<file path="config.mk">
export PLATFORM = sky130hd
export DESIGN_NAME = floor_heading_selector
export DESIGN_NICKNAME = d
export VERILOG_FILES = /design/src/hw/rtl/fhs_pkg.sv /design/src/hw/rtl/fhs_row_accum.sv /design/src/hw/rtl/fhs_window.sv /design/src/hw/rtl/fhs_best.sv /design/src/hw/rtl/floor_heading_selector.sv
export SDC_FILE = /design/constraint.sdc
export NUM_CORES = 1
export LEC_CHECK = 0
export BUFFER_PORTS_ARGS = -buffer_cell sky130_fd_sc_hd__buf_4
export CAP_MARGIN = 0
export CORE_MARGIN = 4
export CORE_UTILIZATION = 25
export DETAILED_ROUTE_END_ITERATION = 12
export GPL_TIMING_DRIVEN = 1
export SYNTH_ARGS = -nofsm -noshare
export SYNTH_HDL_FRONTEND = slang
export SYNTH_HIERARCHICAL = 1
export SYNTH_SLANG_ARGS = --single-unit
</file>
<file path="constraint.sdc">
create_clock -name clk -period 14.69 [get_ports clk]
set_clock_uncertainty 0.2 [all_clocks]
set_input_delay 1.469 -clock clk [delete_from_list [all_inputs] [get_ports clk]]
set_output_delay 1.469 -clock clk [all_outputs]
set_load 0.005 [all_outputs]
</file>
<file path="src/hw/rtl/fhs_pkg.sv">
`timescale 1ns / 1ps
// ----------------------------------------------------------------------------
// fhs_pkg
// Shared types and constants for the floor heading selector: register map,
// color bound bundle and the control groups passed between pipeline stages.
// ----------------------------------------------------------------------------
package fhs_pkg;

  // configuration port geometry
  localparam int CFG_IDX_W  = 3;
  localparam int CFG_DATA_W = 9;

  // result field widths
  localparam int BEST_ROW_W = 10;
  localparam int SUM_W      = 13;
  localparam logic [SUM_W-1:0] SUM_MAX = 13'd8191;

  // register reset values
  localparam logic [7:0] LUMA_LOW_RST       = 8'd0;
  localparam logic [7:0] LUMA_HIGH_RST      = 8'd100;
  localparam logic [7:0] BLUE_DIFF_LOW_RST  = 8'd0;
  localparam logic [7:0] BLUE_DIFF_HIGH_RST = 8'd120;
  localparam logic [7:0] RED_DIFF_LOW_RST   = 8'd0;
  localparam logic [7:0] RED_DIFF_HIGH_RST  = 8'd130;
  localparam logic [8:0] ROW_WIDTH_RST      = 9'd240;

  // register indexes
  typedef enum logic [CFG_IDX_W-1:0] {
    REG_LUMA_LOW       = 3'd0,
    REG_LUMA_HIGH      = 3'd1,
    REG_BLUE_DIFF_LOW  = 3'd2,
    REG_BLUE_DIFF_HIGH = 3'd3,
    REG_RED_DIFF_LOW   = 3'd4,
    REG_RED_DIFF_HIGH  = 3'd5,
    REG_ROW_WIDTH      = 3'd6
  } cfg_reg_t;

  // classification bounds and row geometry
  typedef struct packed {
    logic [7:0] luma_low;
    logic [7:0] luma_high;
    logic [7:0] blue_diff_low;
    logic [7:0] blue_diff_high;
    logic [7:0] red_diff_low;
    logic [7:0] red_diff_high;
    logic [8:0] row_width;
  } bounds_t;

  // row accumulator -> window stage
  typedef struct packed {
    logic valid;   // a row closed on this item
    logic frame;   // the item also closed the frame
  } row_ev_t;

  // window stage -> best tracker
  typedef struct packed {
    logic valid;   // an event is present
    logic cand;    // a full window was credited to a centre row
    logic frame;   // frame closes after this event
  } cand_ctl_t;

endpackage

</file>
<file path="src/hw/rtl/fhs_row_accum.sv">
`timescale 1ns / 1ps
// ----------------------------------------------------------------------------
// fhs_row_accum
// Classifies both pixels of a registered pair against the color bounds and
// keeps the per-row floor count with mat fill over the first half of the row.
// ----------------------------------------------------------------------------
module fhs_row_accum
  import fhs_pkg::*;
#(
  parameter int MAX_WIDTH = 256,
  parameter int CNT_W     = 9
) (
  input  logic             clk,
  input  logic             rst,
  input  logic             en,
  input  logic             pair_valid,
  input  bounds_t          bounds,
  input  logic [7:0]       chroma_u,
  input  logic [7:0]       luma_even,
  input  logic [7:0]       chroma_v,
  input  logic [7:0]       luma_odd,
  input  logic             row_end,
  input  logic             frame_end,
  output row_ev_t          ev,
  output logic [CNT_W-1:0] ev_count
);

  localparam int COL_W = $clog2(MAX_WIDTH + 1);

  logic [COL_W-1:0] col, col_mid, col_next;
  logic             prev, prev_mid, prev_next;
  logic [CNT_W-1:0] cnt, cnt_mid, cnt_next;
  logic             chroma_ok, fl0, fl1;
  logic [8:0]       half;
  logic             row_close;

  // color classification, chroma shared by the pair
  assign chroma_ok = (chroma_u >= bounds.blue_diff_low) && (chroma_u <= bounds.blue_diff_high) &&
                     (chroma_v >= bounds.red_diff_low) && (chroma_v <= bounds.red_diff_high);
  assign fl0 = chroma_ok && (luma_even >= bounds.luma_low) && (luma_even <= bounds.luma_high);
  assign fl1 = chroma_ok && (luma_odd >= bounds.luma_low) && (luma_odd <= bounds.luma_high);
  assign half = {1'b0, bounds.row_width[8:1]};
  assign row_close = row_end || frame_end;

  // two pixel steps, even column first
  always_comb begin
    col_mid  = col;
    prev_mid = prev;
    cnt_mid  = cnt;
    if (col < COL_W'(MAX_WIDTH)) begin
      if (fl0) begin
        if ((col != '0) && (9'(col) < half) && !prev) begin
          cnt_mid = CNT_W'(col) + CNT_W'(1);
        end else begin
          cnt_mid = cnt + CNT_W'(1);
        end
      end
      prev_mid = fl0;
      col_mid  = col + COL_W'(1);
    end
    col_next  = col_mid;
    prev_next = prev_mid;
    cnt_next  = cnt_mid;
    if (col_mid < COL_W'(MAX_WIDTH)) begin
      if (fl1) begin
        if ((col_mid != '0) && (9'(col_mid) < half) && !prev_mid) begin
          cnt_next = CNT_W'(col_mid) + CNT_W'(1);
        end else begin
          cnt_next = cnt_mid + CNT_W'(1);
        end
      end
      prev_next = fl1;
      col_next  = col_mid + COL_W'(1);
    end
  end

  // row state and row-close event register
  always_ff @(posedge clk) begin
    if (rst) begin
      col      <= '0;
      prev     <= 1'b0;
      cnt      <= '0;
      ev       <= '0;
      ev_count <= '0;
    end else if (en) begin
      ev.valid <= pair_valid && row_close;
      ev.frame <= pair_valid && frame_end;
      ev_count <= cnt_next;
      if (pair_valid) begin
        if (row_close) begin
          col  <= '0;
          prev <= 1'b0;
          cnt  <= '0;
        end else begin
          col  <= col_next;
          prev <= prev_next;
          cnt  <= cnt_next;
        end
      end
    end
  end

  // the running count never passes the number of pixels taken
  a_cnt_le_col: assert property (@(posedge clk) disable iff (rst)
    COL_W'(cnt) <= col)
    else $error("row floor count exceeds column index");

endmodule

</file>
<file path="src/hw/rtl/fhs_window.sv">
`timescale 1ns / 1ps
// ----------------------------------------------------------------------------
// fhs_window
// Boxcar over the last WINDOW row counts held in a shift line; produces the
// window total and its centre row for every counted row.
// ----------------------------------------------------------------------------
module fhs_window
  import fhs_pkg::*;
#(
  parameter int WINDOW   = 25,
  parameter int MAX_ROWS = 1024,
  parameter int CNT_W    = 9,
  parameter int TOT_W    = 13,
  parameter int CTR_W    = 10
) (
  input  logic             clk,
  input  logic             rst,
  input  logic             en,
  input  row_ev_t          ev,
  input  logic [CNT_W-1:0] ev_count,
  output cand_ctl_t        cand,
  output logic [TOT_W-1:0] cand_total,
  output logic [CTR_W-1:0] cand_centre
);

  localparam int ROW_W = $clog2(MAX_ROWS + 1);
  localparam int OFF   = WINDOW - (WINDOW - 1) / 2;

  logic [CNT_W-1:0] taps [WINDOW];
  logic [TOT_W-1:0] total, total_next;
  logic [ROW_W-1:0] row_index, row_next;
  logic             counted;

  // window update for a counted row
  assign counted    = row_index < ROW_W'(MAX_ROWS);
  assign total_next = total - TOT_W'(taps[WINDOW-1]) + TOT_W'(ev_count);
  assign row_next   = row_index + ROW_W'(1);

  // shift line, totals and candidate register
  always_ff @(posedge clk) begin
    if (rst) begin
      for (int i = 0; i < WINDOW; i++) begin
        taps[i] <= '0;
      end
      total       <= '0;
      row_index   <= '0;
      cand        <= '0;
      cand_total  <= '0;
      cand_centre <= '0;
    end else if (en) begin
      cand.valid  <= ev.valid;
      cand.frame  <= ev.frame;
      cand.cand   <= ev.valid && counted && (row_next >= ROW_W'(WINDOW));
      cand_total  <= total_next;
      cand_centre <= CTR_W'(row_next - ROW_W'(OFF));
      if (ev.valid) begin
        if (ev.frame) begin
          for (int i = 0; i < WINDOW; i++) begin
            taps[i] <= '0;
          end
          total     <= '0;
          row_index <= '0;
        end else if (counted) begin
          taps[0] <= ev_count;
          for (int i = 1; i < WINDOW; i++) begin
            taps[i] <= taps[i-1];
          end
          total     <= total_next;
          row_index <= row_next;
        end
      end
    end
  end

  a_total_bound: assert property (@(posedge clk) disable iff (rst)
    (ev.valid && counted) |-> (total_next >= TOT_W'(ev_count)))
    else $error("window total lost a row count");

  a_frame_clear: assert property (@(posedge clk) disable iff (rst)
    (en && ev.valid && ev.frame) |=> (row_index == '0 && total == '0))
    else $error("frame state not cleared after frame end");

endmodule

</file>
<file path="src/hw/rtl/fhs_best.sv">
`timescale 1ns / 1ps
// ----------------------------------------------------------------------------
// fhs_best
// Tracks the first centre with the largest window total over a frame and
// holds the frame result in the output register until it is taken.
// ----------------------------------------------------------------------------
module fhs_best
  import fhs_pkg::*;
#(
  parameter int TOT_W = 13,
  parameter int CTR_W = 10
) (
  input  logic                  clk,
  input  logic                  rst,
  input  logic                  en,
  input  cand_ctl_t             cand,
  input  logic [TOT_W-1:0]      cand_total,
  input  logic [CTR_W-1:0]      cand_centre,
  output logic                  out_valid,
  input  logic                  out_stall,
  output logic [BEST_ROW_W-1:0] best_row,
  output logic [SUM_W-1:0]      best_floor_sum,
  output logic                  found
);

  localparam int EXT_W = (TOT_W > SUM_W) ? TOT_W : SUM_W;

  logic [TOT_W-1:0] best_total, total_next;
  logic [CTR_W-1:0] best_centre, centre_next;
  logic [EXT_W-1:0] total_ext;
  logic             take;

  // strictly larger replaces, so ties keep the earliest centre
  assign take        = cand.valid && cand.cand && (cand_total > best_total);
  assign total_next  = take ? cand_total : best_total;
  assign centre_next = take ? cand_centre : best_centre;
  assign total_ext   = EXT_W'(total_next);

  // best tracking and result register
  always_ff @(posedge clk) begin
    if (rst) begin
      best_total     <= '0;
      best_centre    <= '0;
      out_valid      <= 1'b0;
      best_row       <= '0;
      best_floor_sum <= '0;
      found          <= 1'b0;
    end else begin
      if (out_valid && !out_stall) begin
        out_valid <= 1'b0;
      end
      if (en && cand.valid) begin
        if (cand.frame) begin
          best_total  <= '0;
          best_centre <= '0;
          out_valid   <= 1'b1;
          found       <= total_next != '0;
          if (total_next != '0) begin
            best_row       <= BEST_ROW_W'(centre_next);
            best_floor_sum <= (total_ext > EXT_W'(SUM_MAX)) ? SUM_MAX : SUM_W'(total_ext);
          end else begin
            best_row       <= '0;
            best_floor_sum <= '0;
          end
        end else begin
          best_total  <= total_next;
          best_centre <= centre_next;
        end
      end
    end
  end

  a_found_sum: assert property (@(posedge clk) disable iff (rst)
    out_valid |-> (found == (best_floor_sum != '0)))
    else $error("found flag disagrees with reported sum");

endmodule

</file>
<file path="src/hw/rtl/floor_heading_selector.sv">
`timescale 1ns / 1ps
// ----------------------------------------------------------------------------
// floor_heading_selector
// A frame result passes the input, row event, candidate and result registers.
// Throughput: one pixel pair per clock, set by the single-pass row update.
// The input stalls only while a frame result waits and a second one is ready.
// Reset (rst, synchronous): control and configuration registers return to their defaults, frame state
// and the window shift line clear at once; no clearing pass is needed.
// ----------------------------------------------------------------------------
module floor_heading_selector
  import fhs_pkg::*;
#(
  parameter int WINDOW    = 25,
  parameter int MAX_WIDTH = 256,
  parameter int MAX_ROWS  = 1024
) (
  input  logic                  clk,
  input  logic                  rst,
  // configuration
  input  logic                  cfg_write,
  input  logic [CFG_IDX_W-1:0]  cfg_index,
  input  logic [CFG_DATA_W-1:0] cfg_data,
  // pixel pair input
  input  logic                  in_valid,
  output logic                  in_stall,
  input  logic [7:0]            chroma_u,
  input  logic [7:0]            luma_even,
  input  logic [7:0]            chroma_v,
  input  logic [7:0]            luma_odd,
  input  logic                  row_end,
  input  logic                  frame_end,
  // frame result
  output logic                  out_valid,
  input  logic                  out_stall,
  output logic [BEST_ROW_W-1:0] best_row,
  output logic [SUM_W-1:0]      best_floor_sum,
  output logic                  found
);

  localparam int CNT_W = $clog2(MAX_WIDTH + 1);
  localparam int TOT_W = $clog2(WINDOW * MAX_WIDTH + 1);
  localparam int CTR_W = $clog2(MAX_ROWS);

  bounds_t          bounds;
  logic             en;
  logic             pair_valid;
  logic [7:0]       u_q, ye_q, v_q, yo_q;
  logic             row_end_q, frame_end_q;
  row_ev_t          ev;
  logic [CNT_W-1:0] ev_count;
  cand_ctl_t        cand;
  logic [TOT_W-1:0] cand_total;
  logic [CTR_W-1:0] cand_centre;

  // hold the pipeline only when a second result meets a waiting one
  assign en       = !(cand.valid && cand.frame && out_valid && out_stall);
  assign in_stall = !en;

  // configuration registers
  always_ff @(posedge clk) begin
    if (rst) begin
      bounds.luma_low       <= LUMA_LOW_RST;
      bounds.luma_high      <= LUMA_HIGH_RST;
      bounds.blue_diff_low  <= BLUE_DIFF_LOW_RST;
      bounds.blue_diff_high <= BLUE_DIFF_HIGH_RST;
      bounds.red_diff_low   <= RED_DIFF_LOW_RST;
      bounds.red_diff_high  <= RED_DIFF_HIGH_RST;
      bounds.row_width      <= ROW_WIDTH_RST;
    end else if (cfg_write) begin
      unique case (cfg_reg_t'(cfg_index))
        REG_LUMA_LOW:       bounds.luma_low       <= cfg_data[7:0];
        REG_LUMA_HIGH:      bounds.luma_high      <= cfg_data[7:0];
        REG_BLUE_DIFF_LOW:  bounds.blue_diff_low  <= cfg_data[7:0];
        REG_BLUE_DIFF_HIGH: bounds.blue_diff_high <= cfg_data[7:0];
        REG_RED_DIFF_LOW:   bounds.red_diff_low   <= cfg_data[7:0];
        REG_RED_DIFF_HIGH:  bounds.red_diff_high  <= cfg_data[7:0];
        REG_ROW_WIDTH:      bounds.row_width      <= cfg_data;
        default: begin
        end
      endcase
    end
  end

  // input register
  always_ff @(posedge clk) begin
    if (rst) begin
      pair_valid <= 1'b0;
    end else if (en) begin
      pair_valid <= in_valid;
    end
  end

  always_ff @(posedge clk) begin
    if (en && in_valid) begin
      u_q         <= chroma_u;
      ye_q        <= luma_even;
      v_q         <= chroma_v;
      yo_q        <= luma_odd;
      row_end_q   <= row_end;
      frame_end_q <= frame_end;
    end
  end

  fhs_row_accum #(
    .MAX_WIDTH (MAX_WIDTH),
    .CNT_W     (CNT_W)
  ) u_row_accum (
    .clk        (clk),
    .rst        (rst),
    .en         (en),
    .pair_valid (pair_valid),
    .bounds     (bounds),
    .chroma_u   (u_q),
    .luma_even  (ye_q),
    .chroma_v   (v_q),
    .luma_odd   (yo_q),
    .row_end    (row_end_q),
    .frame_end  (frame_end_q),
    .ev         (ev),
    .ev_count   (ev_count)
  );

  fhs_window #(
    .WINDOW   (WINDOW),
    .MAX_ROWS (MAX_ROWS),
    .CNT_W    (CNT_W),
    .TOT_W    (TOT_W),
    .CTR_W    (CTR_W)
  ) u_window (
    .clk         (clk),
    .rst         (rst),
    .en          (en),
    .ev          (ev),
    .ev_count    (ev_count),
    .cand        (cand),
    .cand_total  (cand_total),
    .cand_centre (cand_centre)
  );

  fhs_best #(
    .TOT_W (TOT_W),
    .CTR_W (CTR_W)
  ) u_best (
    .clk            (clk),
    .rst            (rst),
    .en             (en),
    .cand           (cand),
    .cand_total     (cand_total),
    .cand_centre    (cand_centre),
    .out_valid      (out_valid),
    .out_stall      (out_stall),
    .best_row       (best_row),
    .best_floor_sum (best_floor_sum),
    .found          (found)
  );

  a_stall_cause: assert property (@(posedge clk) disable iff (rst)
    in_stall |-> (out_valid && cand.valid && cand.frame))
    else $error("input stalled without a waiting result");

endmodule

</file>
# Word-level counts from Yosys, hierarchy flattened
# Memory sizes are Yosys's and may differ from the RTL's.
# Cells that the tools add are included.
# Widths: inputs -> output; s select.
# word_totals
output_inout_bits,26
regBits,220
memories,1
in_bits,51
ram_bits,225
# memory_table
name,depth,width,read_ports,rd_ports_with_merged_regs,write_ports,line_no,text
u_window.taps,25,9,25,0,25,fhs_window.sv:29,logic [CNT_W-1:0] taps [WINDOW];
# op_classes
mux,90
order_cmp,16
n_eq_ne,6
bitwise,51
add_sub_neg,8
reduce_logical,43
# ops
operator,count
$mux 9,60
$mux 13,6
$or 1x1->1,50
$add 9x1->9 const B,4
$ge 8x8->1,4
$le 8x8->1,4
$mux 10,3
$logic_and 1x1->1,23
$mux 11,2
$mux 1,19
$lt 9x8->1,2
$lt 9x9->1 const B,2
$reduce_and 2->1,9
$reduce_bool 9->1,2
$add 13x9->13,1
$gt 13x13->1,1
$gt 13x13->1 const B,1
$reduce_bool 13->1,1
$sub 13x9->13,1
$add 11x1->11 const B,1
$ge 11x5->1 const B,1
$lt 11x11->1 const B,1
$sub 10x4->10 const B,1
$eq 3x3->1 const B,3
8 further kinds,12

# Longest topological paths before layout
# logic_depth
depth_word,13
ltp_mapped,17
ltp_nobuf,15

# Hierarchy
# Netlist, hierarchy kept.
# modules_own_cells
module,area_each_um2,cells_each,instances
fhs_window,11489.8,904,1
fhs_row_accum,4444.3,573,1
floor_heading_selector,3380.7,255,1
fhs_best,2223.4,227,1

# Worst setup path before layout
# No wires, ideal clock.
# synth_timing
kind,input to register
startpoint,input out_stall
endpoint,"memory u_window.taps[1][1], in the netlist u_window/taps[0][10], enable pin"
arrival_ps,5083
required_ps,14003
cell_stages,6
setup_ps,487
setup_slack_ps,8920
path_cell_list,nand4_1 > nand2_1 > a21oi_1 > nor2_1 > clkbuf_1 > inv_1
# synth_rtl
element,line_no,text
start: declaration,floor_heading_selector.sv:34,"input logic out_stall,"
end: declaration,fhs_window.sv:29,

# Worst setup path in the final report
# layout_timing
startpoint,register u_row_accum.col[0]
endpoint,register u_row_accum.cnt[1]
# layout_between
elab_chain_cells,11
elab_cells_between_ends,23
cone_classes,3 x add/sub; 4 x order compare; 9 x mux; 7 x reduce/logical
# layout_rtl
element,line_no,text
start: declaration,fhs_row_accum.sv:30,"logic [COL_W-1:0] col, col_mid, col_next;"
start signal: assignment,fhs_row_accum.sv:95,col <= col_next;
$lt 9x8->1 / $reduce_bool 9->1 (equally long branches),fhs_row_accum.sv:52,if ((col != '0) && (9'(col) < half) && !prev) begin
$logic_and 1x1->1 (2 in a row),fhs_row_accum.sv:52,
$mux 9,fhs_row_accum.sv:52,
$mux 9,fhs_row_accum.sv:51,if (fl0) begin
$mux 9,fhs_row_accum.sv:50,if (col < COL_W'(MAX_WIDTH)) begin
$add 9x1->9,fhs_row_accum.sv:69,cnt_next = cnt_mid + CNT_W'(1);
$mux 9,fhs_row_accum.sv:66,if ((col_mid != '0) && (9'(col_mid) < half) && !prev_mid) begin
$mux 9,fhs_row_accum.sv:65,if (fl1) begin
$mux 9 *,fhs_row_accum.sv:64,if (col_mid < COL_W'(MAX_WIDTH)) begin
$mux 9 *,fhs_row_accum.sv:90,if (row_close) begin
end signal: assignment,fhs_row_accum.sv:97,cnt <= cnt_next;
end: declaration,fhs_row_accum.sv:32,"logic [CNT_W-1:0] cnt, cnt_mid, cnt_next;"
# Every way passes the cells marked *; elsewhere a longest branch is shown, timed or not.
# A chain may end at the register's enable or synchronous reset.

==> flow_summary.json <==
{
  "avgSynthCellArea_sq_um": 10.99,
  "core_sq_mm": 0.08528,
  "cts_buffers": 47,
  "firstDrtPassIters": 5,
  "slew_violations": 0,
  "clk_latency_ns": 0.61,
  "hold_buffers": 0,
  "min_path_type": "reg -> reg",
  "p_sw_mw": 0.7187,
  "row_count": 107,
  "hpwl_um": 30620,
  "min_period_ns": 4.532,
  "wl_per_cell_um": 14.38,
  "ant_nets": 0,
  "cts_sinks": 444,
  "overflow": 0,
  "grt_pass1_wl_um": 73720,
  "drc": 0,
  "via_count": 14040,
  "final_layout_size_suffix_gt1_share_pct": 10.17,
  "fin_cells": 3170,
  "fin_hold_ws_ns": 0.2528,
  "grt_use_total_pct": 9.888,
  "grt_antenna_before_repair": 1,
  "power_frac_comb_pct": 9.3,
  "multi_input_area_sq_mm": 0.009156,
  "slew_headroom_pct": 24.51,
  "seq_area_sq_mm": 0.01139,
  "postCtsSetupBuffers": 0,
  "ir_drop_uv": 75.56,
  "crit_required_ns": 14.95,
  "setup_viol": 0,
  "synth_fp_nets": 2130,
  "worstSetupPathType": "reg -> reg",
  "ios": 77,
  "grt_pass1_vias": 13420,
  "slowest_delay_ns": 0.67,
  "seq_power_share_pct": 48.8,
  "io_buffers": 76,
  "cp.arrival_ns": 4.79,
  "cts_root_buf": "clkbuf_16",
  "crit_path_end_kind": "flip-flop",
  "n_antenna_cell": 0,
  "cp_max_fo": 18,
  "fmax_mhz": 220.6,
  "switching_share_pct": 24.87,
  "dieArea_sq_mm": 0.09076,
  "wl_um": 45590,
  "fin_util_pct": 29.03,
  "period_share_pct": 30.85,
  "grt_setup_unrepaired": "false",
  "place.gp.congestion": 0.8281,
  "cts_tree": "done",
  "crit_path_start_kind": "flip-flop",
  "dieWidth_um": 301.3,
  "setup_ws_ns": 10.16,
  "pre_cts_ws_ns": 10.14,
  "clk_transition_reported_paths_ns": 0.07,
  "intPower_mw": 2.171,
  "initial_core_util_pct": 25.21,
  "pwr-share-clk_pct": 42.0,
  "outcome": "complete, no violations",
  "cts_resized": 0,
  "crit_chain": "ha_1 > nor2b_1 > nand3_1 > xnor2_1 > inv_1 > ha_1 > a21o_1 > a211oi_1 > o21ai_0 > o211ai_1 > and4b_1 > mux2_2 > mux2_2 > a22oi_1 > nor2_1",
  "hold_viol_final": 0,
  "critPathSlowestCell": "and4b_1",
  "vias_per_cell": 4.427,
  "yosys_warnings": 6,
  "dp.cells": 3084,
  "synthToLayoutAreaGrowth_pct": 15.15,
  "finalSetupTns_ns": 0,
  "clk_path_buf_depth": 3,
  "worstMarginPinSlew_ns": 1.124,
  "grt_max_degree": 126,
  "synth_area_sq_mm": 0.02150,
  "cap_violations": 0,
  "syn_inst": 1956,
  "cts_max_level": 2,
  "p_leak_nw": 9.555,
  "die_h_um": 301.3,
  "fillers": 8751,
  "p_per_area_mw_per_mm2": 116.7,
  "nets": 2163,
  "drt-initial-drc-count": 1012
}
-- final cells by class --
cell class / count / area share, %
repair buffers: 87 / 2.638
inverters: 138 / 2.112
multi-input cells: 1271 / 36.98
clock inverters: 24 / 1.182
clock buffers: 62 / 5.301
flip-flops and latches: 444 / 46.01
well taps: 1144 / 5.781
-- cells in the final DEF (no fill, tap or decap), drive strengths merged, types with 15 or more instances in the layout --
cell type    n
nand4       24
o21ai       74
clkinv      18
xnor2       31
a211oi      18
xor2        15
a22oi       26
nand3       37
nor2       116
ha         114
and2       228
nand2b      61
edfxtp     250
a32o        24
dfxtp      194
inv        138
nor3        33
a21oi       76
mux2i      102
clkbuf      62
and3        20
buf         87
nand2       83
-- critical path, delay by kind of cell, from the launching register on --
family | cells | cell delay (ns)
compound gates | 5 | 0.75
xor+xnor | 1 | 0.40
fa+ha+maj | 2 | 0.62
buf+inv | 1 | 0.11
flops | 1 | 0.55
mux | 2 | 0.70
simple gates | 4 | 1.08
-- through the flow --
step	instance area (sq um)	total power, mW
after floorplan	21500	1.621
after global placement	23150	1.700
after detailed placement	23150	1.704
after CTS	24760	2.931
after global routing	24760	3.027
final	24760	2.890
-- per-layer routing --
metal,global-route usage (%),vias up,part of all wire [%]
met2,14.70,244,43
li1,-,7027,-
met4,2.559,0,1.9
met1,14.90,6705,51
met3,1.490,59,3.7
met5,0,-,0
-- state kept, by name, indices dropped and copies added, names as in the netlist, 9 cells and up --
signal                 count
u_window/taps            225
bounds                    56
u_best/best_floor_sum     13
u_best/best_total         13
u_window/cand_total       13
u_window/total            13
u_window/row_index        11
u_best/best_centre        10
u_best/best_row           10
u_window/cand_centre      10
u_row_accum/cnt            9
u_row_accum/col            9
u_row_accum/ev_count       9
-- power groups by stage --
stage               sequential, mW  combinational [mW]  clock [mW]
floorplan                     1.42               0.199           0
global placement              1.44               0.264           0
detailed placement            1.44               0.268           0
CTS                           1.41               0.270        1.25
global route                  1.42               0.306        1.31
finish                        1.41               0.268        1.21
-- final timing paths --
path,start,end,slack (ns),cells after the start
setup / recovery,u_row_accum/col[0]$_SDFFE_PP0P_,u_row_accum/cnt[1]$_SDFFE_PP0P_,10.16,15
hold / removal,u_best/best_row[1]$_SDFFE_PP0P_,u_best/best_row[1]$_SDFFE_PP0P_,0.25,2
setup reg to reg,u_row_accum/col[0]$_SDFFE_PP0P_,u_row_accum/cnt[1]$_SDFFE_PP0P_,10.16,15
hold reg to reg,u_best/best_row[1]$_SDFFE_PP0P_,u_best/best_row[1]$_SDFFE_PP0P_,0.25,2
Note: power is estimated with default switching activity, not from simulation.
